File: config.mk
export PLATFORM = sky130hd
export DESIGN_NAME = prc_bit_packer_varint_core
export DESIGN_NICKNAME = d
export VERILOG_FILES = /design/src/rtl/core/prc_bvi_pkg.sv /design/src/rtl/core/prc_bit_packer_varint_core.sv /design/src/rtl/core/prc_bvi_seq.sv /design/src/rtl/core/prc_bvi_pack.sv
export SDC_FILE = /design/constraint.sdc
export NUM_CORES = 1
export LEC_CHECK = 0
export ABC_AREA = 1
export BUFFER_PORTS_ARGS = -buffer_cell sky130_fd_sc_hd__buf_4
export CORE_MARGIN = 4
export CORE_UTILIZATION = 40
export CTS_BUF_LIST = sky130_fd_sc_hd__clkbuf_4 sky130_fd_sc_hd__clkbuf_8
export CTS_CLUSTER_SIZE = 8
export DETAILED_ROUTE_END_ITERATION = 7
export SLEW_MARGIN = 20
export SYNTH_ARGS = -nofsm -noshare
export SYNTH_HDL_FRONTEND = slang
export SYNTH_SLANG_ARGS = --single-unit
File: constraint.sdc
create_clock -name i_clk -period 2.4 [get_ports i_clk]
set_input_delay 0.24 -clock i_clk [delete_from_list [all_inputs] [get_ports i_clk]]
set_output_delay 0.24 -clock i_clk [all_outputs]
set_load 0.05 [all_outputs]
File: src/rtl/core/prc_bvi_pkg.sv
`timescale 1ns / 1ps

package prc_bvi_pkg;

    localparam int unsigned OP_W    = 3;
    localparam int unsigned VALUE_W = 32;
    localparam int unsigned COUNT_W = 6;
    localparam int unsigned BYTE_W  = 8;
    localparam int unsigned IDX_W   = 5;

    localparam logic [COUNT_W-1:0] MAX_FIELD_BITS = COUNT_W'(32);

    typedef enum logic [OP_W-1:0] {
        OP_BIT    = 3'd0,
        OP_FIELD  = 3'd1,
        OP_BYTE   = 3'd2,
        OP_UVAR   = 3'd3,
        OP_SVAR   = 3'd4,
        OP_FLUSH  = 3'd5
    } t_op;

    typedef enum logic [1:0] {
        CMD_BIT   = 2'd0,
        CMD_END   = 2'd1,
        CMD_FLUSH = 2'd2
    } t_cmd_kind;

    typedef struct packed {
        t_cmd_kind kind;
        logic      bit_val;
    } t_cmd;

endpackage

File: src/rtl/core/prc_bit_packer_varint_core.sv
`timescale 1ns / 1ps
// Channel  Direction  Handshake                  Payload
// in       input      i_in_valid / o_in_stall    i_operation, i_value, i_bit_count
// out      output     o_out_valid / i_out_stall  o_out_byte, o_last
//
// Bits are generated one per cycle while the packer accepts them; an item codes
// 0 bits (ignored item) to 37 bits (four-byte varint), then an end command.
// The next item is taken once the previous end or flush command has passed.
// Each completed byte is held in a pending register so the final byte can carry o_last.
// Synchronous active-low reset clears the open byte and bit position.
// Output stall blocks a second full byte, an end with a byte held, and any flush.

module prc_bit_packer_varint_core (
    input  logic                              i_clk,
    input  logic                              i_rst_n,
    input  logic                              i_in_valid,
    output logic                              o_in_stall,
    input  logic [prc_bvi_pkg::OP_W-1:0]      i_operation,
    input  logic [prc_bvi_pkg::VALUE_W-1:0]   i_value,
    input  logic [prc_bvi_pkg::COUNT_W-1:0]   i_bit_count,
    output logic                              o_out_valid,
    input  logic                              i_out_stall,
    output logic [prc_bvi_pkg::BYTE_W-1:0]    o_out_byte,
    output logic                              o_last
);

    logic              cmd_valid;
    logic              cmd_ready;
    prc_bvi_pkg::t_cmd cmd;

    prc_bvi_seq u_seq (
        .i_clk       (i_clk),
        .i_rst_n     (i_rst_n),
        .i_in_valid  (i_in_valid),
        .o_in_stall  (o_in_stall),
        .i_operation (i_operation),
        .i_value     (i_value),
        .i_bit_count (i_bit_count),
        .o_cmd_valid (cmd_valid),
        .o_cmd       (cmd),
        .i_cmd_ready (cmd_ready)
    );

    prc_bvi_pack u_pack (
        .i_clk       (i_clk),
        .i_rst_n     (i_rst_n),
        .i_cmd_valid (cmd_valid),
        .i_cmd       (cmd),
        .o_cmd_ready (cmd_ready),
        .o_out_valid (o_out_valid),
        .i_out_stall (i_out_stall),
        .o_out_byte  (o_out_byte),
        .o_last      (o_last)
    );

endmodule

File: src/rtl/core/prc_bvi_seq.sv
`timescale 1ns / 1ps

module prc_bvi_seq (
    input  logic                              i_clk,
    input  logic                              i_rst_n,
    input  logic                              i_in_valid,
    output logic                              o_in_stall,
    input  logic [prc_bvi_pkg::OP_W-1:0]      i_operation,
    input  logic [prc_bvi_pkg::VALUE_W-1:0]   i_value,
    input  logic [prc_bvi_pkg::COUNT_W-1:0]   i_bit_count,
    output logic                              o_cmd_valid,
    output prc_bvi_pkg::t_cmd                 o_cmd,
    input  logic                              i_cmd_ready
);

    typedef enum logic [2:0] {
        S_IDLE,
        S_BITS,
        S_VHEAD,
        S_VBYTE,
        S_FLUSH,
        S_END
    } t_state;

    t_state                              r_state;
    logic [prc_bvi_pkg::VALUE_W-1:0]     r_val;
    logic [prc_bvi_pkg::IDX_W-1:0]       r_k;
    logic                                r_sgn;
    logic                                r_prev7;

    logic in_fire;
    logic cmd_fire;
    logic v_done;
    logic field_ok;

    assign o_in_stall = (r_state != S_IDLE);
    assign in_fire    = i_in_valid && (r_state == S_IDLE);
    assign cmd_fire   = o_cmd_valid && i_cmd_ready;
    assign field_ok   = (i_bit_count != '0) && (i_bit_count <= prc_bvi_pkg::MAX_FIELD_BITS);

    always_comb begin
        if (r_sgn) begin
            v_done = ((r_val == '0) && !r_prev7) || ((&r_val) && r_prev7);
        end else begin
            v_done = (r_val == '0);
        end
    end

    always_comb begin
        o_cmd_valid     = 1'b1;
        o_cmd.kind      = prc_bvi_pkg::CMD_BIT;
        o_cmd.bit_val   = 1'b0;
        unique case (r_state)
            S_IDLE: begin
                o_cmd_valid = 1'b0;
            end
            S_BITS, S_VBYTE: begin
                o_cmd.bit_val = r_val[r_k];
            end
            S_VHEAD: begin
                o_cmd.bit_val = !v_done;
            end
            S_FLUSH: begin
                o_cmd.kind = prc_bvi_pkg::CMD_FLUSH;
            end
            S_END: begin
                o_cmd.kind = prc_bvi_pkg::CMD_END;
            end
            default: begin
                o_cmd_valid = 1'b0;
            end
        endcase
    end

    always_ff @(posedge i_clk) begin
        if (!i_rst_n) begin
            r_state <= S_IDLE;
            r_val   <= '0;
            r_k     <= '0;
            r_sgn   <= 1'b0;
            r_prev7 <= 1'b0;
        end else begin
            if (in_fire) begin
                r_val   <= i_value;
                r_sgn   <= (i_operation == prc_bvi_pkg::OP_SVAR);
                r_prev7 <= 1'b0;
                unique case (i_operation)
                    prc_bvi_pkg::OP_BIT: begin
                        r_val   <= {{(prc_bvi_pkg::VALUE_W-1){1'b0}}, |i_value};
                        r_k     <= '0;
                        r_state <= S_BITS;
                    end
                    prc_bvi_pkg::OP_FIELD: begin
                        r_k     <= prc_bvi_pkg::IDX_W'(i_bit_count - 6'd1);
                        r_state <= field_ok ? S_BITS : S_END;
                    end
                    prc_bvi_pkg::OP_BYTE: begin
                        r_k     <= prc_bvi_pkg::IDX_W'(7);
                        r_state <= S_BITS;
                    end
                    prc_bvi_pkg::OP_UVAR, prc_bvi_pkg::OP_SVAR: begin
                        r_state <= S_VHEAD;
                    end
                    prc_bvi_pkg::OP_FLUSH: begin
                        r_state <= S_FLUSH;
                    end
                    default: begin
                        r_state <= S_END;
                    end
                endcase
            end else if (cmd_fire) begin
                unique case (r_state)
                    S_BITS: begin
                        if (r_k == '0) begin
                            r_state <= S_END;
                        end else begin
                            r_k <= r_k - 1'b1;
                        end
                    end
                    S_VHEAD: begin
                        r_k     <= prc_bvi_pkg::IDX_W'(7);
                        r_state <= v_done ? S_END : S_VBYTE;
                    end
                    S_VBYTE: begin
                        if (r_k == '0) begin
                            r_val   <= {{8{r_sgn & r_val[prc_bvi_pkg::VALUE_W-1]}},
                                        r_val[prc_bvi_pkg::VALUE_W-1:8]};
                            r_prev7 <= r_val[7];
                            r_state <= S_VHEAD;
                        end else begin
                            r_k <= r_k - 1'b1;
                        end
                    end
                    S_FLUSH, S_END: begin
                        r_state <= S_IDLE;
                    end
                    default: begin
                        r_state <= S_IDLE;
                    end
                endcase
            end
        end
    end

endmodule

File: src/rtl/core/prc_bvi_pack.sv
`timescale 1ns / 1ps

module prc_bvi_pack (
    input  logic                              i_clk,
    input  logic                              i_rst_n,
    input  logic                              i_cmd_valid,
    input  prc_bvi_pkg::t_cmd                 i_cmd,
    output logic                              o_cmd_ready,
    output logic                              o_out_valid,
    input  logic                              i_out_stall,
    output logic [prc_bvi_pkg::BYTE_W-1:0]    o_out_byte,
    output logic                              o_last
);

    logic [prc_bvi_pkg::BYTE_W-1:0] r_part, n_part;
    logic [2:0]                     r_pos, n_pos;
    logic                           r_pend_v, n_pend_v;
    logic [prc_bvi_pkg::BYTE_W-1:0] r_pend, n_pend;
    logic                           r_ov, n_ov;
    logic [prc_bvi_pkg::BYTE_W-1:0] r_ob, n_ob;
    logic                           r_ol, n_ol;

    logic                           out_free;
    logic                           completes;
    logic                           fire;
    logic [prc_bvi_pkg::BYTE_W-1:0] np;

    assign out_free  = !r_ov || !i_out_stall;
    assign completes = (r_pos == 3'd7);
    assign np        = r_part | ({7'b0, i_cmd.bit_val} << (3'd7 - r_pos));
    assign fire      = i_cmd_valid && o_cmd_ready;

    always_comb begin
        unique case (i_cmd.kind)
            prc_bvi_pkg::CMD_BIT:   o_cmd_ready = !(completes && r_pend_v && !out_free);
            prc_bvi_pkg::CMD_END:   o_cmd_ready = !r_pend_v || out_free;
            prc_bvi_pkg::CMD_FLUSH: o_cmd_ready = out_free;
            default:                o_cmd_ready = 1'b1;
        endcase
    end

    always_comb begin
        n_part   = r_part;
        n_pos    = r_pos;
        n_pend_v = r_pend_v;
        n_pend   = r_pend;
        n_ov     = r_ov && i_out_stall;
        n_ob     = r_ob;
        n_ol     = r_ol;
        if (fire) begin
            unique case (i_cmd.kind)
                prc_bvi_pkg::CMD_BIT: begin
                    if (completes) begin
                        if (r_pend_v) begin
                            n_ov = 1'b1;
                            n_ob = r_pend;
                            n_ol = 1'b0;
                        end
                        n_pend_v = 1'b1;
                        n_pend   = np;
                        n_part   = '0;
                        n_pos    = '0;
                    end else begin
                        n_part = np;
                        n_pos  = r_pos + 3'd1;
                    end
                end
                prc_bvi_pkg::CMD_END: begin
                    if (r_pend_v) begin
                        n_ov     = 1'b1;
                        n_ob     = r_pend;
                        n_ol     = 1'b1;
                        n_pend_v = 1'b0;
                    end
                end
                prc_bvi_pkg::CMD_FLUSH: begin
                    n_ov   = 1'b1;
                    n_ob   = r_part;
                    n_ol   = 1'b1;
                    n_part = '0;
                    n_pos  = '0;
                end
                default: begin
                    n_ov = r_ov && i_out_stall;
                end
            endcase
        end
    end

    always_ff @(posedge i_clk) begin
        if (!i_rst_n) begin
            r_part   <= '0;
            r_pos    <= '0;
            r_pend_v <= 1'b0;
            r_ov     <= 1'b0;
            r_ol     <= 1'b0;
        end else begin
            r_part   <= n_part;
            r_pos    <= n_pos;
            r_pend_v <= n_pend_v;
            r_ov     <= n_ov;
            r_ol     <= n_ol;
        end
        r_pend <= n_pend;
        r_ob   <= n_ob;
    end

    assign o_out_valid = r_ov;
    assign o_out_byte  = r_ob;
    assign o_last      = r_ol;

    a_flush_out: assert property (@(posedge i_clk) disable iff (!i_rst_n)
        fire && (i_cmd.kind == prc_bvi_pkg::CMD_FLUSH) |=> r_ov && r_ol)
        else $error("flush did not load a final byte");

    a_flush_no_pend: assert property (@(posedge i_clk) disable iff (!i_rst_n)
        i_cmd_valid && (i_cmd.kind == prc_bvi_pkg::CMD_FLUSH) |-> !r_pend_v)
        else $error("flush with a held byte");

    a_end_out: assert property (@(posedge i_clk) disable iff (!i_rst_n)
        fire && (i_cmd.kind == prc_bvi_pkg::CMD_END) && r_pend_v
        |=> r_ov && r_ol && !r_pend_v)
        else $error("end of transaction lost the held byte");

    a_mid_out: assert property (@(posedge i_clk) disable iff (!i_rst_n)
        fire && (i_cmd.kind == prc_bvi_pkg::CMD_BIT) && completes && r_pend_v
        |=> r_ov && !r_ol && r_pend_v)
        else $error("intermediate byte not passed on");

endmodule
; After elaboration in Yosys (flattened, before gate mapping)
; Index checks and enable logic that the tools add are counted.
[op_classes]
eq_ne = 20
bitwise_logic = 3
shifts = 1
n_lt_le_gt_ge = 2
add_sub_neg = 4
mux = 42
reduce_logical = 48
[op_table]
columns = op, count
row1 = $mux W32, 5
row2 = $logic_not A32 Y1, 1
row3 = $reduce_and A32 Y1, 1
row4 = $reduce_or A32 Y1, 1
row5 = $mux W8, 3
row6 = $pmux W8 S3, 1
row7 = $mux W3, 7
row8 = $reduce_and A3 Y1, 6
row9 = $pmux W8 S2, 1
row10 = $eq A3 B3 Y1 const B, 5
row11 = $mux W5, 3
row12 = $pmux W5 S3, 1
row13 = $eq A3 B2 Y1 const B, 4
row14 = $pmux W3 S4, 1
row15 = $mux W1, 10
row16 = $pmux W5 S2, 1
row17 = $reduce_bool A2 Y1, 5
row18 = $sub A5 B1 Y5 const B, 2
row19 = $pmux W1 S3, 3
row20 = $pmux W3 S3, 1
row21 = $reduce_bool A3 Y1, 3
row22 = $logic_and A1 B1 Y1, 8
row23 = $or A8 B8 Y8, 1
row24 = $reduce_or A2 Y1, 4
row25 = other kinds (28), 42
[totals]
wordCells = 132
reg_bits = 72
input_bits = 45
out_inout_bits = 11

; Longest topological paths before layout
; Gate-level depths: netlist of the first run.
[depth]
ltp_word = 10
depth_mapped = 17
depth_no_buf = 17

; By module
; From an unflattened synthesis of the first run, not the netlist that was laid out.
[hier_totals]
hier_cells = 663
area_unflattened_um2 = 4438.0
[by_module_without_submodules]
columns = mod, area_each_um2, cells_per_inst, seq_area_each_um2, n_inst
row1 = prc_bvi_seq, 2944.1, 475, 840.8, 1
row2 = prc_bvi_pack, 1493.9, 188, 760.7, 1

; Least setup slack after synthesis of the first run
; OpenSTA, ideal clock, no wires.
[synth_path]
path_type = register to register
startpoint = register u_seq.r_state[1]
endpoint = register u_pack.r_ob (netlist bit u_pack.o_out_byte[0]) (enable)
path_stages_with_launch = 12
setup_ns = 0.386
n_path_buf = 0
required_ns = 2.014
synth_period_minus_slack_ns = 2.428
path_slack_ns = -0.028
t_arrival_ns = 2.042
path_cell_list = dfxtp_1 inv_1 nand2_1 nor2_1 inv_1 ha_1 inv_1 nand2_1 o21ai_0 nand2_2 nand2_2 a211oi_1
[synth_via]
elab_chain_cells = 6
elab_cells_between_ends = 16
cone_classes = 8 x eq/ne / 3 x mux / 5 x reduce/logical
[synth_lines]
columns = item, line
row1 = "start, declared", prc_bvi_seq.sv:25  ; t_state r_state;
row2 = "start signal, assigned", prc_bvi_seq.sv:95  ; r_state <= field_ok ? S_BITS : S_END;
row3 = "start signal, assigned", prc_bvi_seq.sv:122  ; r_state <= v_done ? S_END : S_VBYTE;
row4 = $eq A3 B3 Y1, prc_bvi_seq.sv:53  ; unique case (r_state)
row5 = $pmux W2 S2, prc_bvi_seq.sv:53
row6 = $eq A2 B2 Y1 (tied with other cells), "prc_bvi_pack.sv:34, prc_bvi_pack.sv:51"
row7 = $pmux W1 S3, prc_bvi_pack.sv:34  ; unique case (i_cmd.kind)
row8 = $logic_and A1 B1 Y1, prc_bvi_pack.sv:31  ; assign fire = i_cmd_valid && o_cmd_ready;
row9 = $reduce_and A3 Y1 (no line) (*), --
row10 = "end signal, assigned", prc_bvi_pack.sv:105  ; r_ob <= n_ob;
row11 = "end, declared", prc_bvi_pack.sv:20  ; logic [prc_bvi_pkg::BYTE_W-1:0] r_ob, n_ob;
; Every way passes the cells marked *; elsewhere a longest branch is shown, timed or not.
; A chain may end at the register's enable or synchronous reset.

; Worst setup path after layout of the first run
[layout_path]
startpoint = register u_seq.r_state[1]
endpoint = register u_seq.r_val[18] (netlist name)
[layout_via]
elab_chain_cells = 7
elab_cells_between_ends = 20
cone_classes = 7 x eq/ne / 4 x mux / 9 x reduce/logical
[layout_lines]
columns = item, line
row1 = $eq A3 B3 Y1, prc_bvi_seq.sv:53
row2 = $pmux W2 S2, prc_bvi_seq.sv:53
row3 = $eq A2 B2 Y1 (tied with other cells), prc_bvi_pack.sv:34
row4 = $pmux W1 S3, prc_bvi_pack.sv:34
row5 = $logic_and A1 B1 Y1, prc_bvi_seq.sv:38  ; assign cmd_fire = o_cmd_valid && i_cmd_ready;
row6 = $reduce_bool A2 Y1 (no line), --
row7 = $reduce_and A3 Y1 (no line), --
row8 = "end signal, assigned", prc_bvi_seq.sv:84  ; r_val <= i_value;
row9 = "end signal, assigned", prc_bvi_seq.sv:89  ; r_val <= {{(prc_bvi_pkg::VALUE_W-1){1'b0}}, |i_value};
row10 = "end signal, assigned", prc_bvi_seq.sv:126  ; r_val <= {{8{r_sgn & r_val[prc_bvi_pkg::VALUE_W-1]}},
row11 = "end, declared", prc_bvi_seq.sv:26  ; logic [prc_bvi_pkg::VALUE_W-1:0] r_val;
; Several ways; a longest one is shown, not always the timed one.

==> results of run 1 <==
-- worst max-delay path: cells and delay by family (launching register included) --
kind | cells | cell delay, ns
AO/OA/AOI/OAI | 3 | 0.46
AND/OR/NAND/NOR | 6 | 0.67
flip-flops | 1 | 0.36
buffers and inverters | 5 | 0.50
adder cells (fa/ha/maj) | 1 | 0.18
-- layout make-up --
class                           count  area, sq um  share of cell area, %
Sequential cell                    72         1610                   30.5
Multi-Input combinational cell    425         2310                   43.7
Timing Repair inverter              1         7.51                  0.142
Clock buffer                        9          124                   2.35
Clock inverter                      7          105                   1.99
Timing Repair Buffer               78          619                   11.7
Tap cell                          136          170                   3.23
Inverter                           85          329                   6.24
-- worst max path at each step --
| stage | end | cells after the start | slack, ns | start |
|---|---|---|---|---|
| 3_5_place_dp | u_pack.r_part[2] | 17 | -0.05 | u_seq.r_state[0] |
| 3_3_place_gp | u_pack.r_part[6] | 17 | 0.10 | u_seq.r_state[0] |
| 5_1_grt | u_pack.r_part[4] | 16 | -0.01 | u_seq.r_state[1] |
| 4_1_cts | u_pack.r_part[3] | 15 | 0.02 | u_seq.r_state[2] |
| 6_report | u_seq.r_val[18] | 15 | 0.14 | u_seq.r_state[1] |
| 2_1_floorplan | u_pack.r_pos[1] | 15 | 0.23 | u_seq.r_state[0] |
-- layer usage --
layer	vias up	wire, um	GRT usage [%]
li1	2197	-	-
met1	2093	5790	27.5
met2	151	5890	32.2
met3	16	798	3.48
met4	0	181	5.21
met5	-	0	0
-- through the flow --
stage / area (sq um) / hold slack (ns) / setup slack, ns / util (%)
floorplan: 4330 / 0.396 / 0.232 / -
global placement: 4920 / 0.452 / 0.104 / 47.2
detailed placement: 4920 / 0.456 / -0.0519 / 47.2
CTS: 5160 / 0.147 / 0.0246 / 49.5
global route: 5270 / 0.191 / -0.0114 / 50.6
finish: 5270 / 0.179 / 0.142 / 50.6
-- registers in the layout, indices dropped and copies added (netlist names) --
signal	flops
u_pack.o_out_valid	1
u_seq.r_val	32
u_pack.r_pend	8
u_pack.o_out_byte	8
u_seq.r_state	3
u_seq.r_sgn	1
u_pack.o_last	1
u_pack.r_pend_v	1
u_seq.r_k	5
u_pack.r_part	8
u_pack.r_pos	3
u_seq.r_prev7	1
-- what timing repair did --
| item | CTS | global route |
|---|---|---|
| pin swaps | 0 | 2 |
| resized for setup | 3 | 24 |
| hold buffers | 0 | 0 |
| setup buffers | 0 | 2 |
| endpoints found under the setup margin | 8 | 58 |
| cloned | 1 | 1 |
-- power groups by stage --
stage                     Sequential (mW)  Combinational, mW  Clock, mW
after floorplan                      1.75               2.13          0
after global placement               1.78               2.82          0
after detailed placement             1.79               2.83          0
after CTS                            1.77               2.87       1.14
after global routing                 1.82               3.43       1.18
final                                1.78               3.07       1.12
-- cells in the mapped netlist (4+ instances only) --
master,instances
buf_2,11
ha_1,9
nand4_1,21
a21oi_2,10
nor4_1,4
a311oi_1,10
inv_2,7
o21ai_1,14
nand3_1,56
inv_1,74
nor2_1,44
nor3_1,12
o22ai_1,11
clkbuf_1,6
nand2_1,119
dfxtp_1,56
edfxtp_1,16
a31oi_1,7
or2_2,4
nand2_2,7
o21ai_0,40
a21oi_1,34
buf_6,5
-- cell families (layout without fill, tap and decap cells) --
group                    count (synthesis)  after routing  synth area share [%]
XOR/XNOR                                 3              3                 0.608
adder cells (fa/ha/maj)                  9              9                  2.60
AO/OA/AOI/OAI                          139            139                  19.7
AND/OR/NAND/NOR                        274            274                  29.0
buffers and inverters                  110            180                  11.1
flip-flops                              72             72                  37.0
==> metrics.md, run 1 <==
| Metric | Value |
|---|---|
| Outcome | completed |
| Switch Pwr | 2.76 mW |
| First-pass iteration count of the detailed router | 5 |
| Power per Cell Area | 1130 nW/um^2 |
| R2R setup slack | 0.14 ns |
| Share of cells above drive strength 1 | 22.3% |
| Peak Freq | 443 MHz |
| Clk_skew | 0.0119 ns |
| Final ANT Viol Nets | 0 |
| DP Cell Count | around 800 |
| DRC | 0 |
| # fillers | 1063 |
| Final setup vio count | 0 |
| Core Area | 10400 sq um |
| Vias in the first global route | between 4000 and 5000 |
| Die width | 112 um |
| Crit Reg-Reg Startpoint | u_seq.r_state[1] |
| Root buf cell | clkbuf_8 |
| First-pass GRT wire length | 20500 um |
| Setup TNS | 0 ns |
| Vias per cell | approximately 5.5 |
| Initial antenna violation count | 0 |
| H-Tree Depth | 3 |
| Placer Congestion | roughly 0.91 |
| WHS Endpoint | u_seq.r_sgn |
| Layout area overhead | 21.9% |
| Sequential power share | 29.9% |
| Hold path start | i_operation[2] |
| Hold Path Depth | 3 |
| Critical Path Max Stage Delay | ~0.36 ns |
| Post-DR wirelength/cell | 15.6 um |
| Critical Path End Type | flop |
| Setup crit start kind | flop |
| CTS Buf Count | 9 |
| Final Hold Vio Count | 0 |
| Worst Path Max Fanout | 15 |
| Largest net degree at the start of global routing | 38 |
| Yosys cell types | 43 |
| Slew @ Worst Pin | approximately 0.73 ns |
| Fraction of registers with async set or reset after synthesis | 0% |
| Via count | between 4000 and 5000 |
| GRT Residual Overflow | 0 |
| Final Max Slew Viols | 0 |
| Num rows | 37 |
| CTS tree | done |
| Required time worst endpoint | 2.68 ns |
| Crit Path Class | reg -> reg |
| Combinational power share | 51.4% |
| Port Buffers | 55 |
| Cells along the critical path | nor2_4 -> inv_1 -> nor2_4 -> inv_1 -> ha_1 -> inv_1 -> nand2_2 -> a21oi_4 -> nand2_2 -> nand4_2 -> nand2_2 -> clkinv_4 -> buf_12 -> o21ai_1 -> a21oi_1 |
| Synthesized instance count | 607 |
| Number of DRC markers in iteration 0 | approximately 270 |
| # Max-Cap Violations | 0 |
| Leakage Power | 2.17 nW |
| Crit path arrival time | 2.54 ns |
| Pint | 3.21 mW |
| R2R depth | 15 |
| #FFs+latches synth | 72 |
| Post-Syn Area | 4320 sq um |
| I/O pins | 56 |
| Detailed Place HPWL | 9170 um |
| Max IR drop VDD | just under 0.7 mV |
| Non-Filler Instances | 813 |
| Slew headroom | 51.1% |
| CTS max path bufs | 2 |
| Drt total wl | 12700 um |
| Fin crit share | 94.1% |
| Synth top area cells | dfxtp_1, edfxtp_1, nand2_1 |
| Final total power | 5.97 mW |
| HP Class | in -> reg |
| Largest area contributor in the netlist | dfxtp_1 |
| Register area share after synthesis | 37.0% |
| Warning count from the yosys run | 0 |
| CTS sink count | 72 |
| Commonest cells after routing, fill and taps aside | nand2_1, buf_4, inv_1 |
| Gr usage total | between 10% and 20% |
| Syn Area/Cell | 7.12 sq um |
| Clock power share | 18.7% |
| Inserted Diodes | 0 |
| Clock Pin Slew Worst Setup and Hold Paths | 0.09 ns |
| Worst R2R End | u_seq.r_val[18] |
| Net Sw Frac | 46.3% |
| Die area | 12500 sq um |
| Period minus WS final | ~2.3 ns |
| Mapped Nets | 661 |
| Commonest non-fill, non-tap cell in the layout | nand2_1 |
| Post-synth EDFFs | 16 |
| Initial core utilization | between 40% and 50% |
| Worst skew pair latency | 0.36 ns |
| Top-area cell type share of the netlist area | 25.9% |
| Nets | 726 |
| Main synth FF type | dfxtp_1 |
| Die height | 112 um |
| CP max-delay cell | dfxtp_4 |
(Power assumes the default switching activity.)
==> inputs of run 2 (changes only) <==
CORE_MARGIN = 2   (was 4)
CTS_BUF_LIST = sky130_fd_sc_hd__clkbuf_16   (was sky130_fd_sc_hd__clkbuf_4 sky130_fd_sc_hd__clkbuf_8)
==> metrics.md, run 2 (synthesis gave the netlist of run 1 again) <==
| Metric | Value |
|---|---|
| Outcome | completed |
| Setup TNS | 0 ns |
| Die height | 108 um |
| DRC | 0 |
| Initial antenna violation count | 0 |
| Clk_skew | 0.00799 ns |
| CTS tree | done |
| RSZ-0062 raised after global routing | yes |
| Max reg flops | 32 |
| Initial core utilization | 41.5% |
| Placer Congestion | 0.956 |
| Via count | 4413 |
| Commonest non-fill, non-tap cell in the layout | nand2_1 |
| Root buf cell | clkbuf_16 |
| Vias in the first global route | roughly 4100 |
| Required time worst endpoint | 2.67 ns |
| Post-DR wirelength/cell | 15.4 um |
| Setup ws final | 0.156 ns |
| Non-Filler Instances | around 810 |
| Final Max Slew Viols | 0 |
| First-pass GRT wire length | 20200 um |
| Detailed Place HPWL | 9040 um |
| GRT Residual Overflow | 0 |
| Period minus WS final | roughly 2.2 ns |
| Max IR drop VDD | 0.634 mV |
| # Max-Cap Violations | 0 |
| Layout area overhead | 23.4% |
| Commonest cells after routing, fill and taps aside | nand2_1, inv_1, buf_4 |
| H-Tree Depth | 3 |
| Clock Pin Slew Worst Setup and Hold Paths | roughly 0.06 ns |
| CTS max path bufs | 2 |
| Gr usage total | approximately 22% |
| CTS sink count | 72 |
| Peak Freq | approximately 450 MHz |
| Critical Path End Type | flop |
| Worst skew pair latency | 0.34 ns |
| Port Buffers | 55 |
| Nets | 726 |
| Vias per cell | approximately 5.4 |
| Worst Path Max Fanout | 13 |
| Largest net degree at the start of global routing | 39 |
| I/O pins | 56 |
| Crit Path Class | reg -> reg |
| Post-Layout Inst Area | 5340 sq um |
| Largest Register | u_seq.r_val |
| Share of cells above drive strength 1 | between 20% and 30% |
| Die area | about 12000 sq um |
| HP Class | in -> reg |
| Final total power | between 6 and 7 mW |
| Final ANT Viol Nets | 0 |
| Num rows | 37 |
| First-pass iteration count of the detailed router | 5 |
| Drt total wl | 12500 um |
| Final Hold Vio Count | 0 |
| Crit path arrival time | 2.52 ns |
| Die width | around 110 um |
| # fillers | 1025 |
| Core Area | 10400 sq um |
| DP Area | about 4900 sq um |
| Number of DRC markers in iteration 0 | approximately 350 |
| Pre-CTS setup slack | 0.0192 ns |
| Leakage Power | 2.21 nW |
| Slew @ Worst Pin | 0.476 ns |
| CTS Buf Count | 9 |
| Power per Cell Area | 1180 nW/um^2 |
| Slew headroom | 68.2% |
| Setup crit start kind | flop |
| Final setup vio count | 0 |
| Inserted Diodes | 0 |
| DP Cell Count | 792 |
| Fin crit share | 93.5% |
[run 2: cell types whose count changed in the layout (fill, tap and decap cells not counted), moves of 2 or more]
cell | before | now
nand2_1 | 116 | 118
clkinv_4 | 4 | 1
clkbuf_16 | 1 | 10
dfxtp_4 | 2 | 0
nand2_2 | 9 | 7
inv_1 | 73 | 76
clkbuf_8 | 9 | 0
[run 2: final timing paths]
path	endpoint	startpoint	cells after the start	slack, ns
setup / recovery	u_pack.r_part[1]	u_pack.r_pos[0]	15	0.16
hold / removal	u_pack.o_out_valid	i_out_stall	3	0.18
setup reg to reg	u_pack.r_part[1]	u_pack.r_pos[0]	15	0.16
hold reg to reg	u_pack.o_last	u_pack.o_last	2	0.47
[run 2: power breakdown]
group / switching (mW) / internal (mW) / total (mW)
Clock: 0.532 / 0.903 / 1.43
Sequential: 0.251 / 1.53 / 1.78
Combinational: 1.98 / 1.09 / 3.06
[run 2: what timing repair did]
item / 4_1_cts / 5_1_grt
gates resized for setup: 1 / 17
buffers inserted: 0 / 3
hold endpoints to repair: 0 / 0
endpoints found under the setup margin: 3 / 59
hold buffers: 0 / 0
pin swaps: 0 / 2
cloned: 0 / 2
[run 2: final cells by class]
cell class / instances / area (sq um) / share of cell area, %
Tap cell: 136 / 170 / 3.19
Timing Repair Buffer: 78 / 619 / 11.6
Timing Repair inverter: 1 / 7.51 / 0.141
Sequential cell: 72 / 1600 / 30.1
Inverter: 85 / 329 / 6.17
Clock buffer: 9 / 225 / 4.22
Multi-Input combinational cell: 425 / 2290 / 43.0
Clock inverter: 7 / 87.6 / 1.64
[run 2: worst max-delay path, stage by stage, from the launching register on]
cell	delay, ns
dfxtp_1	0.31
ha_1	0.21
ha_1	0.25
inv_1	0.10
nand2_1	0.07
nand2_1	0.11
a21oi_2	0.06
nand2_2	0.11
nand2_4	0.09
inv_6	0.08
nand2_8	0.08
nor3_4	0.27
clkinvlp_4	0.18
nand2_1	0.08
nand2_1	0.06
a21oi_2	0.10
[run 2: metrics by stage]
stage	utilization, %	hold WS, ns
after global routing	51.2	0.195
after detailed placement	47.1	0.462
after floorplan	-	0.396
final	51.2	0.177
after global placement	47.1	0.454
after CTS	50.1	0.170
[run 2: layer usage]
layer	vias up	wire, um	global-route usage, %	share of wire [%]
met5	-	0	0	0
met2	140	5680	34.2	45
li1	2199	-	-	-
met4	0	150	6.41	1.2
met1	2059	5970	31.1	48
met3	15	739	4.64	5.9
==> inputs of run 3 (changes only) <==
ABC_AREA = 0   (was 1)
==> metrics.md, run 3 <==
| Metric | Value |
|---|---|
| Placer Congestion | 0.944 |
| Gr usage total | approximately 20% |
| Max reg flops | 32 |
| Initial antenna violation count | 0 |
| Hold Path Depth | 3 |
| Hold buffer count at CTS | 0 |
| Num rows | 36 |
| H-Tree Depth | 3 |
| Clock Pin Slew Worst Setup and Hold Paths | 0.06 ns |
| Die width | about 110 um |
| Net Sw Frac | 37.2% |
| Non-Filler Instances | 655 |
| Largest area contributor in the netlist | dfxtp_1 |
| Fraction of registers with async set or reset after synthesis | 0% |
| Post-Syn Area | 4110 sq um |
| CTS tree | done |
| Final total power | 5.60 mW |
| Die area | 11100 sq um |
| Port Buffers | 55 |
| Hold path start | i_value[27] |
| Worst skew pair latency | 0.33 ns |
| Worst Path Max Fanout | 10 |
| Main synth FF type | dfxtp_1 |
| Peak Freq | 430 MHz |
| Setup ws final | 0.0726 ns |
| Largest Register | u_seq.r_val |
| Register area share after synthesis | 39.0% |
| Inserted Diodes | 0 |
| R2R depth | 8 |
| Switch Pwr | ~2.1 mW |
| Power per Cell Area | 1040 nW/um^2 |
| Post-layout util | 54.6% |
| DRC | 0 |
| Slew headroom | 41.5% |
| Largest net degree at the start of global routing | 58 |
| Mapped Nets | 492 |
| Syn Area/Cell | about 9.4 sq um |
| #FFs+latches synth | 72 |
| Crit Path Class | reg -> reg |
| CTS sink count | 72 |
| First-pass GRT wire length | 18100 um |
| Required time worst endpoint | 2.68 ns |
| Share of cells above drive strength 1 | 30.5% |
| Detailed Place HPWL | 8120 um |
| CTS Buf Count | 9 |
| Clock power share | 27.6% |
| Commonest non-fill, non-tap cell in the layout | buf_4 |
| Synthesized instance count | ~440 |
| Period minus WS final | roughly 2.3 ns |
| HP Class | in -> reg |
| Commonest cells after routing, fill and taps aside | buf_4, dfxtp_1, a21oi_1 |
| Crit Reg-Reg Startpoint | u_seq.r_state[1] |
| Post-Layout Inst Area | approximately 5400 sq um |
| RSZ-0062 raised after global routing | yes |
| Vias per cell | 5.80 |
| Setup crit start kind | flop |
| Drt total wl | 11300 um |
| DP Area | 4860 sq um |
| Pint | about 3.5 mW |
| Vias in the first global route | approximately 3700 |
| Sequential power share | 31.4% |
| Setup TNS | 0 ns |
| # fillers | 881 |
| Fin crit share | 97.0% |
| Outcome | completed |
| Critical Path End Type | flop |
| Root buf cell | clkbuf_16 |
| I/O pins | 56 |
| Max IR drop VDD | about 0.48 mV |
| Nets | about 570 |
| Worst R2R End | u_seq.r_k[1] |
| List of most frequent post-synthesis cells | dfxtp_1, a21oi_1, mux2i_1, a211oi_1, nand2_1 |
| Combinational power share | 41.0% |
| Initial core utilization | 41.6% |
| CTS max path bufs | 2 |
| Final Hold Vio Count | 0 |
| Core Area | 9860 sq um |
| Via count | around 3800 |
| # Max-Cap Violations | 0 |
| Hold_ws | 0.169 ns |
| Top-count cell post-synth | dfxtp_1 |
| Slew @ Worst Pin | around 0.9 ns |
| Number of DRC markers in iteration 0 | roughly 210 |
| Warning count from the yosys run | 0 |
| GRT Residual Overflow | 0 |
| Final Max Slew Viols | 0 |
| Clk_skew | 0.00836 ns |
| Layout area overhead | 31.1% |
| Leakage Power | ~2.3 nW |
| Post-DR wirelength/cell | 17.2 um |
| Die height | between 100 and 150 um |
| Synth top area cells | dfxtp_1, edfxtp_1, mux2i_1 |
| DP Cell Count | about 630 |
| First-pass iteration count of the detailed router | 4 |
| Top-area cell type share of the netlist area | 27.3% |
| Yosys cell types | 67 |
| R2R setup slack | 0.07 ns |
| Pre-CTS setup slack | -0.0288 ns |
| Final setup vio count | 0 |
| Crit path arrival time | roughly 2.6 ns |
| Final ANT Viol Nets | 0 |
| Post-synth EDFFs | 16 |
| WHS Endpoint | u_seq.r_val[27] |
-- run 3: cell types whose count changed after synthesis, sizes merged, moves of 24 or more --
cell / previous run / this run
mux2i: 0 / 29
nand3: 57 / 9
nor2: 47 / 20
a211oi: 3 / 27
o21ai: 56 / 22
nand2: 127 / 24
inv: 83 / 11
-- run 3: cells by family (layout without fill, tap and decap cells) --
kind of cell / Yosys count / in the layout / synth area share, %
AO/OA/AOI/OAI: 137 / 137 / 22.0
AND/OR/NAND/NOR: 129 / 129 / 17.2
flip-flops: 72 / 72 / 39.0
multiplexers: 45 / 45 / 13.5
buffers and inverters: 42 / 126 / 4.72
adder cells (fa/ha/maj): 9 / 9 / 2.74
XOR/XNOR: 4 / 4 / 0.853
-- run 3: routing by layer --
layer	GRT usage, %	vias to the layer above	part of all wire, %
met5	0	-	0
met4	7.43	0	1.9
met3	4.14	20	4.0
met2	34.9	114	50
met1	25.6	1816	44
li1	-	1848	-
-- run 3: worst max-delay path, cell delays in order (launching register included) --
cell and delay, ns:
dfxtp_2 0.34, nor2_1 0.13, nand2_1 0.15, ha_2 0.24
o31a_1 0.40, o31a_1 0.35, a22o_4 0.31, or2_4 0.24
a21oi_2 0.10
-- run 3: power by group through the flow --
stage          clock (mW)  combinational [mW]  sequential (mW)
2_1_floorplan           0                1.44             1.69
3_3_place_gp            0                2.11             1.75
3_5_place_dp            0                2.13             1.76
4_1_cts              1.56                2.18             1.74
5_1_grt              1.60                2.51             1.78
6_report             1.54                2.30             1.76
-- run 3: layout make-up --
class / count / area (sq um) / area share (%)
multi-input cells: 324 / 2440 / 45.3
repair buffers: 98 / 782 / 14.5
flip-flops and latches: 72 / 1610 / 29.8
inverters: 12 / 45.0 / 0.836
clock buffers: 9 / 225 / 4.18
clock inverters: 7 / 120 / 2.23
well taps: 133 / 166 / 3.09
-- run 3: worst max-delay path by stage --
stage	slack, ns	startpoint	depth (start not counted)	endpoint
after floorplan	0.02	u_seq.r_state[1]	9	u_seq.r_state[0]
after global placement	0.006	u_seq.r_k[0]	6	u_pack.r_pend[2]
after detailed placement	-0.03	u_seq.r_state[1]	8	u_seq.r_val[20]
after CTS	-0.006	u_seq.r_state[1]	8	u_seq.r_val[13]
after global routing	-0.02	u_seq.r_state[1]	10	u_pack.r_part[1]
final	0.07	u_seq.r_state[1]	8	u_seq.r_k[1]
-- run 3: what timing repair did --
item,CTS,global route
hold endpoints to repair,0,0
cloned,0,1
endpoints found under the setup margin,30,56
gates resized for setup,8,20
pin swaps,4,5
buffers inserted,3,2
